[src/rtl/lfu_pkg.sv]
// shared types, constants and codes for the lfu cache table
package lfu_pkg;

    localparam int DEF_MAX_ENTRIES = 16;
    localparam int CAP_W           = 5;

    localparam logic [CAP_W-1:0] CAP_RESET  = 5'd16;
    localparam logic [31:0]      MISS_VALUE = 32'hFFFF_FFFF;
    localparam logic [31:0]      COUNT_MAX  = 32'hFFFF_FFFF;

    localparam logic CMD_GET = 1'b0;
    localparam logic CMD_PUT = 1'b1;

    typedef struct packed {
        logic [31:0] key;
        logic [31:0] value;
        logic [31:0] use_count;
        logic [63:0] last_touch;
    } t_entry;

    typedef struct packed {
        logic match;
        logic better;
    } t_cmp_res;

    typedef enum logic [1:0] {
        S_IDLE,
        S_SCAN,
        S_DRAIN,
        S_WRITE
    } t_state;

endpackage

[src/rtl/lfu_store.sv]
// entry memory: one registered read port and one write port
module lfu_store
    import lfu_pkg::*;
#(
    parameter int MAX_ENTRIES = DEF_MAX_ENTRIES,
    parameter int IW          = (MAX_ENTRIES > 1) ? $clog2(MAX_ENTRIES) : 1
) (
    input  logic          i_clk,
    input  logic [IW-1:0] i_rd_addr,
    output t_entry        o_rd_data,
    input  logic          i_wr_en,
    input  logic [IW-1:0] i_wr_addr,
    input  t_entry        i_wr_data
);

    t_entry r_mem [MAX_ENTRIES];
    t_entry r_rd_data;

    always_ff @(posedge i_clk) begin
        if (i_wr_en) begin
            r_mem[i_wr_addr] <= i_wr_data;
        end
        r_rd_data <= r_mem[i_rd_addr];
    end

    assign o_rd_data = r_rd_data;

endmodule

[src/rtl/lfu_cmp.sv]
// shared compare unit: key match and victim ordering for one entry
module lfu_cmp
    import lfu_pkg::*;
(
    input  logic        i_valid,
    input  t_entry      i_entry,
    input  logic [31:0] i_key,
    input  logic        i_have_best,
    input  logic [31:0] i_best_count,
    input  logic [63:0] i_best_touch,
    output t_cmp_res    o_res
);

    always_comb begin
        o_res.match  = i_valid && (i_entry.key == i_key);
        // lower count wins, then older touch; a full tie keeps the earlier slot
        o_res.better = i_valid && (!i_have_best ||
                       (i_entry.use_count < i_best_count) ||
                       ((i_entry.use_count == i_best_count) &&
                        (i_entry.last_touch < i_best_touch)));
    end

endmodule

[src/rtl/lfu_cache_table_unit.sv]
// top level of the lfu cache table: sequencer, scan trackers and bookkeeping
//
// A get or put transaction is taken at a rising edge with start high and busy
// low. The block then scans every entry slot through one memory read port and
// one shared compare unit, one slot a cycle, tracking the key match, the
// replacement victim and the first free slot. One drain cycle finishes the
// compare of the last slot, and a write cycle updates the chosen slot.
// The result shows on o_hit, o_read_value and o_evicted with o_strobe high for
// one cycle after the write cycle. busy drops during the write cycle, so the
// next item can be taken in the write cycle of the one before.
// The receiver cannot stall: each result is valid for its strobe cycle only.
// The capacity register is written through i_cfg_valid / o_cfg_ready /
// i_cfg_data; the user must write it only while no transaction is in flight,
// and the block itself does not enforce this. o_cfg_ready is always high.
// Reset empties the cache, clears the access clock and sets the capacity to
// 16; entry contents are not cleared, only the valid bits.
module lfu_cache_table_unit
    import lfu_pkg::*;
#(
    parameter int MAX_ENTRIES = DEF_MAX_ENTRIES
) (
    input  logic               i_clk,
    input  logic               i_rst_n,
    input  logic               start,
    output logic               busy,
    input  logic               i_command,
    input  logic signed [31:0] i_lookup_key,
    input  logic signed [31:0] i_write_value,
    output logic               o_strobe,
    output logic               o_hit,
    output logic signed [31:0] o_read_value,
    output logic               o_evicted,
    input  logic               i_cfg_valid,
    output logic               o_cfg_ready,
    input  logic [CAP_W-1:0]   i_cfg_data
);

    localparam int IW    = (MAX_ENTRIES > 1) ? $clog2(MAX_ENTRIES) : 1;
    localparam int OCC_W = $clog2(MAX_ENTRIES + 1);
    localparam int CW    = (OCC_W > CAP_W) ? OCC_W : CAP_W;
    localparam logic [IW-1:0] LAST_IDX = IW'(MAX_ENTRIES - 1);
    localparam logic [CW-1:0] MAX_EXT  = CW'(MAX_ENTRIES);

    t_state r_state, n_state;

    logic [CAP_W-1:0]       r_capacity;
    logic [MAX_ENTRIES-1:0] r_valid;
    logic [OCC_W-1:0]       r_occ;
    logic [63:0]            r_clock;

    logic        r_cmd;
    logic [31:0] r_key;
    logic [31:0] r_val;

    logic [IW-1:0] r_idx;
    logic          r_cmp_on;
    logic [IW-1:0] r_cmp_idx;
    logic          r_cmp_valid;

    logic          r_have_match;
    logic [IW-1:0] r_match_idx;
    logic [31:0]   r_match_value;
    logic [31:0]   r_match_count;
    logic          r_have_best;
    logic [IW-1:0] r_best_idx;
    logic [31:0]   r_best_count;
    logic [63:0]   r_best_touch;
    logic          r_have_free;
    logic [IW-1:0] r_free_idx;

    logic        r_strobe;
    logic        r_hit;
    logic [31:0] r_read_value;
    logic        r_evicted;

    t_entry   rd_entry;
    t_cmp_res cmp_res;

    logic          accept;
    logic          wr_en;
    logic [IW-1:0] wr_addr;
    t_entry        wr_data;
    logic          set_valid;
    logic          occ_inc;
    logic [31:0]   res_value;
    logic          res_evicted;
    logic [CW-1:0] cap_ext;
    logic [CW-1:0] cap_eff;
    logic [CW-1:0] occ_ext;
    logic [31:0]   count_inc;

    lfu_store #(
        .MAX_ENTRIES (MAX_ENTRIES),
        .IW          (IW)
    ) u_store (
        .i_clk     (i_clk),
        .i_rd_addr (r_idx),
        .o_rd_data (rd_entry),
        .i_wr_en   (wr_en),
        .i_wr_addr (wr_addr),
        .i_wr_data (wr_data)
    );

    lfu_cmp u_cmp (
        .i_valid      (r_cmp_valid),
        .i_entry      (rd_entry),
        .i_key        (r_key),
        .i_have_best  (r_have_best),
        .i_best_count (r_best_count),
        .i_best_touch (r_best_touch),
        .o_res        (cmp_res)
    );

    assign busy        = (r_state == S_SCAN) || (r_state == S_DRAIN);
    assign accept      = start && !busy;
    assign o_cfg_ready = 1'b1;

    assign cap_ext   = CW'(r_capacity);
    assign cap_eff   = (cap_ext > MAX_EXT) ? MAX_EXT : cap_ext;
    assign occ_ext   = CW'(r_occ);
    assign count_inc = (r_match_count == COUNT_MAX) ? r_match_count : r_match_count + 32'd1;

    // next state and write-back decision
    always_comb begin
        n_state     = r_state;
        wr_en       = 1'b0;
        wr_addr     = r_match_idx;
        wr_data     = '{key: r_key, value: r_match_value, use_count: count_inc,
                        last_touch: r_clock};
        set_valid   = 1'b0;
        occ_inc     = 1'b0;
        res_value   = 32'd0;
        res_evicted = 1'b0;

        unique case (r_state)
            S_IDLE: begin
                if (accept) begin
                    n_state = S_SCAN;
                end
            end
            S_SCAN: begin
                if (r_idx == LAST_IDX) begin
                    n_state = S_DRAIN;
                end
            end
            S_DRAIN: begin
                n_state = S_WRITE;
            end
            S_WRITE: begin
                n_state = accept ? S_SCAN : S_IDLE;
                if (r_cmd == CMD_GET) begin
                    if (r_have_match) begin
                        res_value = r_match_value;
                        wr_en     = 1'b1;
                    end else begin
                        res_value = MISS_VALUE;
                    end
                end else if (cap_eff != '0) begin
                    if (r_have_match) begin
                        wr_en         = 1'b1;
                        wr_data.value = r_val;
                    end else begin
                        wr_data = '{key: r_key, value: r_val, use_count: 32'd1,
                                    last_touch: r_clock};
                        if ((occ_ext >= cap_eff) && r_have_best) begin
                            res_evicted = 1'b1;
                            wr_addr     = r_best_idx;
                            wr_en       = 1'b1;
                            set_valid   = 1'b1;
                        end else begin
                            occ_inc   = 1'b1;
                            wr_addr   = r_free_idx;
                            wr_en     = r_have_free;
                            set_valid = r_have_free;
                        end
                    end
                end
            end
            default: begin
                n_state = S_IDLE;
            end
        endcase
    end

    always_ff @(posedge i_clk) begin
        if (!i_rst_n) begin
            r_state <= S_IDLE;
        end else begin
            r_state <= n_state;
        end
    end

    always_ff @(posedge i_clk) begin
        if (!i_rst_n) begin
            r_capacity   <= CAP_RESET;
            r_valid      <= '0;
            r_occ        <= '0;
            r_clock      <= '0;
            r_cmp_on     <= 1'b0;
            r_have_match <= 1'b0;
            r_have_best  <= 1'b0;
            r_have_free  <= 1'b0;
            r_strobe     <= 1'b0;
        end else begin
            if (i_cfg_valid && o_cfg_ready) begin
                r_capacity <= i_cfg_data;
            end

            // compare stage runs in the cycle after its read address
            r_cmp_on    <= (r_state == S_SCAN);
            r_cmp_idx   <= r_idx;
            r_cmp_valid <= r_valid[r_idx];

            if (r_state == S_SCAN) begin
                r_idx <= r_idx + IW'(1);
            end

            if (r_cmp_on) begin
                if (cmp_res.match && !r_have_match) begin
                    r_have_match  <= 1'b1;
                    r_match_idx   <= r_cmp_idx;
                    r_match_value <= rd_entry.value;
                    r_match_count <= rd_entry.use_count;
                end
                if (cmp_res.better) begin
                    r_have_best  <= 1'b1;
                    r_best_idx   <= r_cmp_idx;
                    r_best_count <= rd_entry.use_count;
                    r_best_touch <= rd_entry.last_touch;
                end
                if (!r_cmp_valid && !r_have_free) begin
                    r_have_free <= 1'b1;
                    r_free_idx  <= r_cmp_idx;
                end
            end

            r_strobe <= (r_state == S_WRITE);
            if (r_state == S_WRITE) begin
                r_hit        <= r_have_match;
                r_read_value <= res_value;
                r_evicted    <= res_evicted;
                r_clock      <= r_clock + 64'd1;
                if (set_valid) begin
                    r_valid[wr_addr] <= 1'b1;
                end
                if (occ_inc) begin
                    r_occ <= r_occ + OCC_W'(1);
                end
            end

            if (accept) begin
                r_cmd        <= i_command;
                r_key        <= i_lookup_key;
                r_val        <= i_write_value;
                r_idx        <= '0;
                r_have_match <= 1'b0;
                r_have_best  <= 1'b0;
                r_have_free  <= 1'b0;
            end
        end
    end

    assign o_strobe     = r_strobe;
    assign o_hit        = r_hit;
    assign o_read_value = r_read_value;
    assign o_evicted    = r_evicted;

endmodule

[config.mk]
export PLATFORM = sky130hd
export DESIGN_NAME = lfu_cache_table_unit
export DESIGN_NICKNAME = d
export VERILOG_FILES = /design/src/rtl/lfu_pkg.sv /design/src/rtl/lfu_store.sv /design/src/rtl/lfu_cmp.sv /design/src/rtl/lfu_cache_table_unit.sv
export SDC_FILE = /design/constraint.sdc
export NUM_CORES = 2
export LEC_CHECK = 0
export BUFFER_PORTS_ARGS = -buffer_cell sky130_fd_sc_hd__buf_2
export CAP_MARGIN = 20
export CORE_MARGIN = 5
export CORE_UTILIZATION = 30
export DETAILED_ROUTE_END_ITERATION = 10
export SLEW_MARGIN = 20
export SYNTH_ARGS = -nofsm -noshare
export SYNTH_HDL_FRONTEND = slang
export SYNTH_SLANG_ARGS = --single-unit
[constraint.sdc]
create_clock -name i_clk -period 30.6 [get_ports i_clk]
set_input_delay 4.59 -clock i_clk [delete_from_list [all_inputs] [get_ports i_clk]]
set_output_delay 4.59 -clock i_clk [all_outputs]
set_load 0.01 [all_outputs]
== After elaboration in Yosys (flattened, before gate mapping) ==
Memory sizes are Yosys's and may differ from the RTL's. A register that Yosys moved wholly into a read port is not among the register bits.
Cells that the tools add are included.

* Memories kept: 1
* Output and inout bits: 37
* Input bits: 74
* Logic and storage cells: 123
* Register bits after elaboration: 377
* RAM bits: 2560

{| class="wikitable"
|+ Memories
! memory !! depth !! width !! rd ports !! clocked after Yosys merged registers in !! write ports !! line !! RTL
|-
| u_store.r_mem || 16 || 160 || 1 || 1 || 1 || lfu_store.sv:16 || <nowiki>t_entry r_mem [MAX_ENTRIES];</nowiki>
|}

* Muxes and demuxes: 39
* $add $sub $neg: 4
* Reduce and logical (&&, ||, !) cells: 33
* Bitwise logic cells: 4
* Magnitude comparators: 7
* Eq/ne operators: 9

{| class="wikitable"
|+ Operators with widths
! cell !! number
|-
| two-way mux 128 bit || 3
|-
| two-way mux 96 bit || 1
|-
| adder 64 x 1 -> 64 bit, second input constant || 1
|-
| equality test 32 bit || 2
|-
| less-than comparator 64 bit || 1
|-
| two-way mux 32 bit || 2
|-
| adder 32 x 1 -> 32 bit, second input constant || 1
|-
| equality test 32 bit, second input constant || 1
|-
| less-than comparator 32 bit || 1
|-
| two-way mux 4 bit || 6
|-
| two-way mux 1 bit || 21
|-
| AND reduction 2 bit || 9
|-
| bitwise OR 16 bit || 1
|-
| less-than comparator 4 x 5 -> 1 bit, second input constant || 2
|-
| AND reduction 3 bit || 3
|-
| logical AND 1 bit || 8
|-
| one-hot mux 2 bit (4 select lines) || 1
|-
| adder 5 x 1 -> 5 bit, second input constant || 1
|-
| greater-or-equal comparator 5 bit || 1
|-
| greater-than comparator 5 bit, second input constant || 1
|-
| logical NOT 1 bit || 5
|-
| two-way mux 5 bit || 1
|-
| nonzero test 5 bit || 1
|-
| adder 4 x 1 -> 4 bit, second input constant || 1
|-
| 15 further kinds || 21
|}

== Depth between registers and ports, before layout ==
* Depth after elaboration: 14
* Depth in mapped cells: 10
* Mapped depth without buffers: 9

== By module ==
From an unflattened synthesis, not the netlist that was laid out.

* Cells, all modules: 5668
* Area, all modules: 116877.1 um2

{| class="wikitable"
|+ Modules (own cells, without submodules)
! module !! seq. area each (um2) !! times used !! area each (um2) !! cells each
|-
| lfu_store || 80076.8 || 1 || 99300.2 || 4191
|-
| lfu_cache_table_unit || 10349.9 || 1 || 14775.4 || 1092
|-
| lfu_cmp || 0.0 || 1 || 2801.4 || 385
|}

== Worst setup path before layout ==
No wires, ideal clock.

* Path type: register to register
* From: reg r_capacity[0] (netlist: cap_ext[0])
* To: mem u_store.r_mem[11][0] (netlist name), enable pin
* Data required time: 29.725 ns
* Stages on the path, launching flop included: 10
* Slack: 16.763 ns
* Period minus slack after synthesis: 13.837 ns
* Arrival time: 12.961 ns
* Path buffers: 0
* Library setup time: 0.875 ns
* Cell sequence: dfxtp_1 nor2b_1 ha_1 nand2b_1 a21o_1 a21oi_1 o21ai_1 a211o_1 or3_1 nor3_1

* Cells in the longest elaborated chain, start to end: 11
* Elaborated cells on any way between the ends: 17
* Classes of those cells: order compare: 2; mux: 13; reduce/logical: 2

{| class="wikitable"
|+ RTL lines
! item !! line !! RTL
|-
| start: declaration || lfu_cache_table_unit.sv:46 || <nowiki>logic [CAP_W-1:0] r_capacity;</nowiki>
|-
| start signal: assignment || lfu_cache_table_unit.sv:206 || <nowiki>r_capacity <= i_cfg_data;</nowiki>
|-
| greater-than comparator 5 bit || lfu_cache_table_unit.sv:119 || <nowiki>assign cap_eff = (cap_ext > MAX_EXT) ? MAX_EXT : cap_ext;</nowiki>
|-
| two-way mux 5 bit * || lfu_cache_table_unit.sv:119 ||
|-
| greater-or-equal comparator 5 bit || lfu_cache_table_unit.sv:165 || <nowiki>if ((occ_ext >= cap_eff) && r_have_best) begin</nowiki>
|-
| logical AND 1 bit || lfu_cache_table_unit.sv:165 ||
|-
| two-way mux 1 bit || lfu_cache_table_unit.sv:165 ||
|-
| two-way mux 1 bit || lfu_cache_table_unit.sv:159 || <nowiki>if (r_have_match) begin</nowiki>
|-
| two-way mux 1 bit || lfu_cache_table_unit.sv:158 || <nowiki>end else if (cap_eff != '0) begin</nowiki>
|-
| two-way mux 1 bit || lfu_cache_table_unit.sv:151 || <nowiki>if (r_cmd == CMD_GET) begin</nowiki>
|-
| two-way mux 1 bit || lfu_cache_table_unit.sv:135 || <nowiki>unique case (r_state)</nowiki>
|-
| two-way mux 1 bit || lfu_store.sv:20 || <nowiki>if (i_wr_en) begin</nowiki>
|-
| two-way mux 1 bit (implied by the code) || lfu_store.sv:21 || <nowiki>r_mem[i_wr_addr] <= i_wr_data;</nowiki>
|-
| end: declaration || lfu_store.sv:16 ||
|}

Mark *: on every way between the ends. The rest lies on a longest branch, timed or not.

== Worst setup path after layout ==
* From: in i_rst_n
* To: reg r_best_touch[45], enable pin

* Cells in the longest elaborated chain, start to end: 1

{| class="wikitable"
|+ RTL lines
! item !! line !! RTL
|-
| start: declaration || lfu_cache_table_unit.sv:23 || <nowiki>input logic i_rst_n,</nowiki>
|-
| AND reduction 3 bit (no source line) || - ||
|-
| end signal: assignment || lfu_cache_table_unit.sv:229 || <nowiki>r_best_touch <= rd_entry.last_touch;</nowiki>
|-
| end: declaration || lfu_cache_table_unit.sv:67 || <nowiki>logic [63:0] r_best_touch;</nowiki>
|}

Every way passes these cells.
A chain may end at the register's enable or synchronous reset.

==> summary.md <==
| Metric | Value |
|---|---|
| Post-synthesis async set-or-reset flop share | `0%` |
| CP endpoint kind | `register` |
| Ys Warns | `0` |
| Initial antenna violation count | `9` |
| CP Launch Point | `i_rst_n` |
| Worst-case clock buffer depth | `4` |
| Via Count | `53100` |
| Largest cells by area after synthesis | `edfxtp_1, mux4_2, dfxtp_1` |
| Final clock skew | `0.0723 ns` |
| Clock sink total | `3097` |
| WP data required | `31.12 ns` |
| Pwr dens | `75.1 mW/mm^2` |
| Cell Chain, Critical Path | `buf_4 -> nand3_1 -> nor2_1 -> nand2_1 -> or3_1 -> a211oi_1 -> o311ai_0 -> nand2_4 -> buf_4` |
| Max_slew headroom | `25.1%` |
| WS Path Type | `input pin to register` |
| Rows | `228` |
| Area of the core | `0.386 mm^2` |
| Post-CTS setup buffer count | `0` |
| Unique masters post-synth | `69` |
| Hold path start | `u_store.o_rd_data[124]$_DFF_P_` |
| Largest net degree at the start of global routing | `153` |
| Actual slew at the worst max-slew pin | `1.12 ns` |
| CP most frequent cell | `buf_4` |
| GR Overflow Total | `0` |
| Max cap viols | `0` |
| Setup_tns | `0 ns` |
| Final Max Tran Viols | `0` |
| Cell type of the slowest stage on the worst timing path | `buf_4` |
| Overall Global Routing Usage | `12.8%` |
| Crit path DAT | `7.79 ns` |
| Crit path time final | `7.27 ns` |
| Worst path bufs/invs | `2` |
| Final period utilization | `23.7%` |
| Gpl congestion | `0.755` |
| Placed inst area | `0.124 mm^2` |
| Avg WL per Cell | `23.9 um` |
| Syn_area_per_cell | `22.5 um^2` |
| Hold WC Path Type | `register to register` |
| RSZ-0062 raised after global routing | `no` |
| Mapped Area | `0.116 mm^2` |
| Post-DP HPWL | `125 mm` |
| Die Area | `0.401 mm^2` |
| Worst VDD drop | `0.0630 mV` |
| Starting Density | `30.2%` |
| Die height | `633 um` |
| Global-route wire length before repair | `383 mm` |
| Leading area contributor after synthesis | `edfxtp_1` |
| Max Freq | `138 MHz` |
| Remaining antenna violation count after routing | `0` |
| Status | `finished clean` |
| Post-route cell area | `0.134 mm^2` |
| Net Count, Synth | `5367` |
| Crit-path max FO | `56` |
| Via-per-instance ratio | `4.85` |
| I/O pins | `111` |
| Initial DRC Count | `5258` |
| Number of global-route vias before repair | `55600` |
| Sequential share of the synthesized area | `77.6%` |
| Hold Vio Cnt, Final | `0` |
| Total wire length | `261 mm` |
| Worst path max stage delay | `0.85 ns` |
| IO Port Bufs | `109` |
| Pre-antenna DRT Iters | `6` |
| Share of layout cells above drive strength 1 | `26.9%` |
| Leak | `44.1 nW` |
| Critical path's top delay family | `simple AND/OR/NAND/NOR gates` |
| DRC violations left | `0` |
| Worst-Skew Late Latency | `0.93 ns` |
| Synth Instances | `5186` |
| Top-count cell post-synth | `edfxtp_1` |
| # nets final | `5696` |
| Total CTS buffers | `333` |
| Yosys top cell area share | `73.2%` |
| # setup viols final | `0` |
| Die width | `633 um` |
| PostCTS Resize Cnt | `0` |
| Critical Path Start Type | `input pin` |
| Root buffer selected by CTS | `clkbuf_16` |
| Post-CTS Hold Buffers | `0` |
| Post-synth EDFFs | `2840` |
| Ys flop type | `edfxtp_1` |
| Clock slew at reported path FFs | `0.06 ns` |
| CTS tree | `built` |
| H-tree Lvls | `5` |
| Yosys reg bits | `3097` |
| Reg-to-reg startpoint | `r_idx[0]$_SDFFCE_PP0P_` |
| Layout area overhead | `15.3%` |
| Commonest cells in the netlist | `edfxtp_1, mux4_2, dfxtp_1` |
-- layout by cell type, fill, tap and decap left out, drive strengths merged, types with 24 or more instances in the layout --
master  synthesis  final
xnor2          72     72
and2           67     67
nor3           41     41
o21ai          47     47
clkinv          0    100
edfxtp       2840   2840
nand4          47     47
dfxtp         257    257
xor2           37     37
nor2           65     65
a21oi          72     72
ha            107    107
nand3          50     50
buf            81    209
nand2          92     92
or3            24     24
clkbuf        134    456
mux2           32     32
inv           147    155
mux4          805    805
-- worst paths after layout --
kind / endpoint / slack [ns] / cells past startpoint
worst min-delay path: r_match_value[28]$_DFFE_PP_ / 0.37 / 0
worst min register to register: r_match_value[28]$_DFFE_PP_ / 0.37 / 0
worst max-delay path: r_best_touch[45]$_DFFE_PP_ / 23.33 / 9
worst max register to register: u_store.o_rd_data[144]$_DFF_P_ / 23.70 / 8
-- kinds of logic (layout without fill, tap and decap cells) --
logic type | count (synthesis) | count (layout) | share of synthesized area [%]
buffers and inverters | 362 | 948 | 1.18
muxes | 843 | 843 | 15.9
DFF | 3097 | 3097 | 77.6
and+or+nand+nor | 458 | 458 | 2.13
other | 1 | 2 | 0.00322
xor gates and xnor gates | 109 | 109 | 0.820
adders and majority gates | 107 | 107 | 1.15
AOI/OAI and AO/OA | 209 | 209 | 1.14
-- flip-flops by register name, indices dropped and copies added (netlist names), 2 cells and up --
signal and flops:
o_read_value 32, cap_ext 5, r_state 2, r_idx 4, r_match_idx 4, r_best_idx 4, occ_ext 5, r_valid 16
r_match_value 32, u_store.r_mem 2560, r_free_idx 4, r_best_count 32, u_store.o_rd_data 160, r_best_touch 64, r_val 32, r_key 32
r_clock 64, r_cmp_idx 4, r_match_count 32
-- layout make-up --
cell class / instances / area, um^2
antenna: 1 / 2.50
multi-input combinational: 1727 / 24800
tap: 5175 / 6470
clock inverter: 136 / 1220
fill: 35600 / 252000
sequential: 3097 / 90400
timing repair buffer: 209 / 1570
inverter: 147 / 552
clock buffer: 456 / 9270
-- report_power, final --
group,switching [mW],internal [mW]
sequential,0.102,4.74
clock,1.56,2.29
combinational,0.692,0.697
total,2.36,7.73
-- routing by layer --
metal | vias to the layer above | global-route usage, % | routed length [um]
li1 | 22300 | - | -
met1 | 28800 | 17.3 | 112000
met2 | 1638 | 21.6 | 130000
met3 | 417 | 2.02 | 14000
met4 | 0 | 3.10 | 5680
met5 | - | 0 | 0
-- per-stage QoR --
stage          hold slack, ns  worst slack [ns]  cells  total power, mW  utilization (%)
2_1_floorplan           0.386             16.76   5186             5.96                -
3_3_place_gp            0.390             22.31  10400             6.34             32.0
3_5_place_dp            0.389             22.39  10400             6.36             32.0
4_1_cts                 0.370             23.33  10900             10.2             34.8
5_1_grt                 0.380             22.85  10900             10.5             34.8
6_report                0.374             23.33  10900             10.1             34.8
No activity file was read; power rests on OpenSTA's default activity.
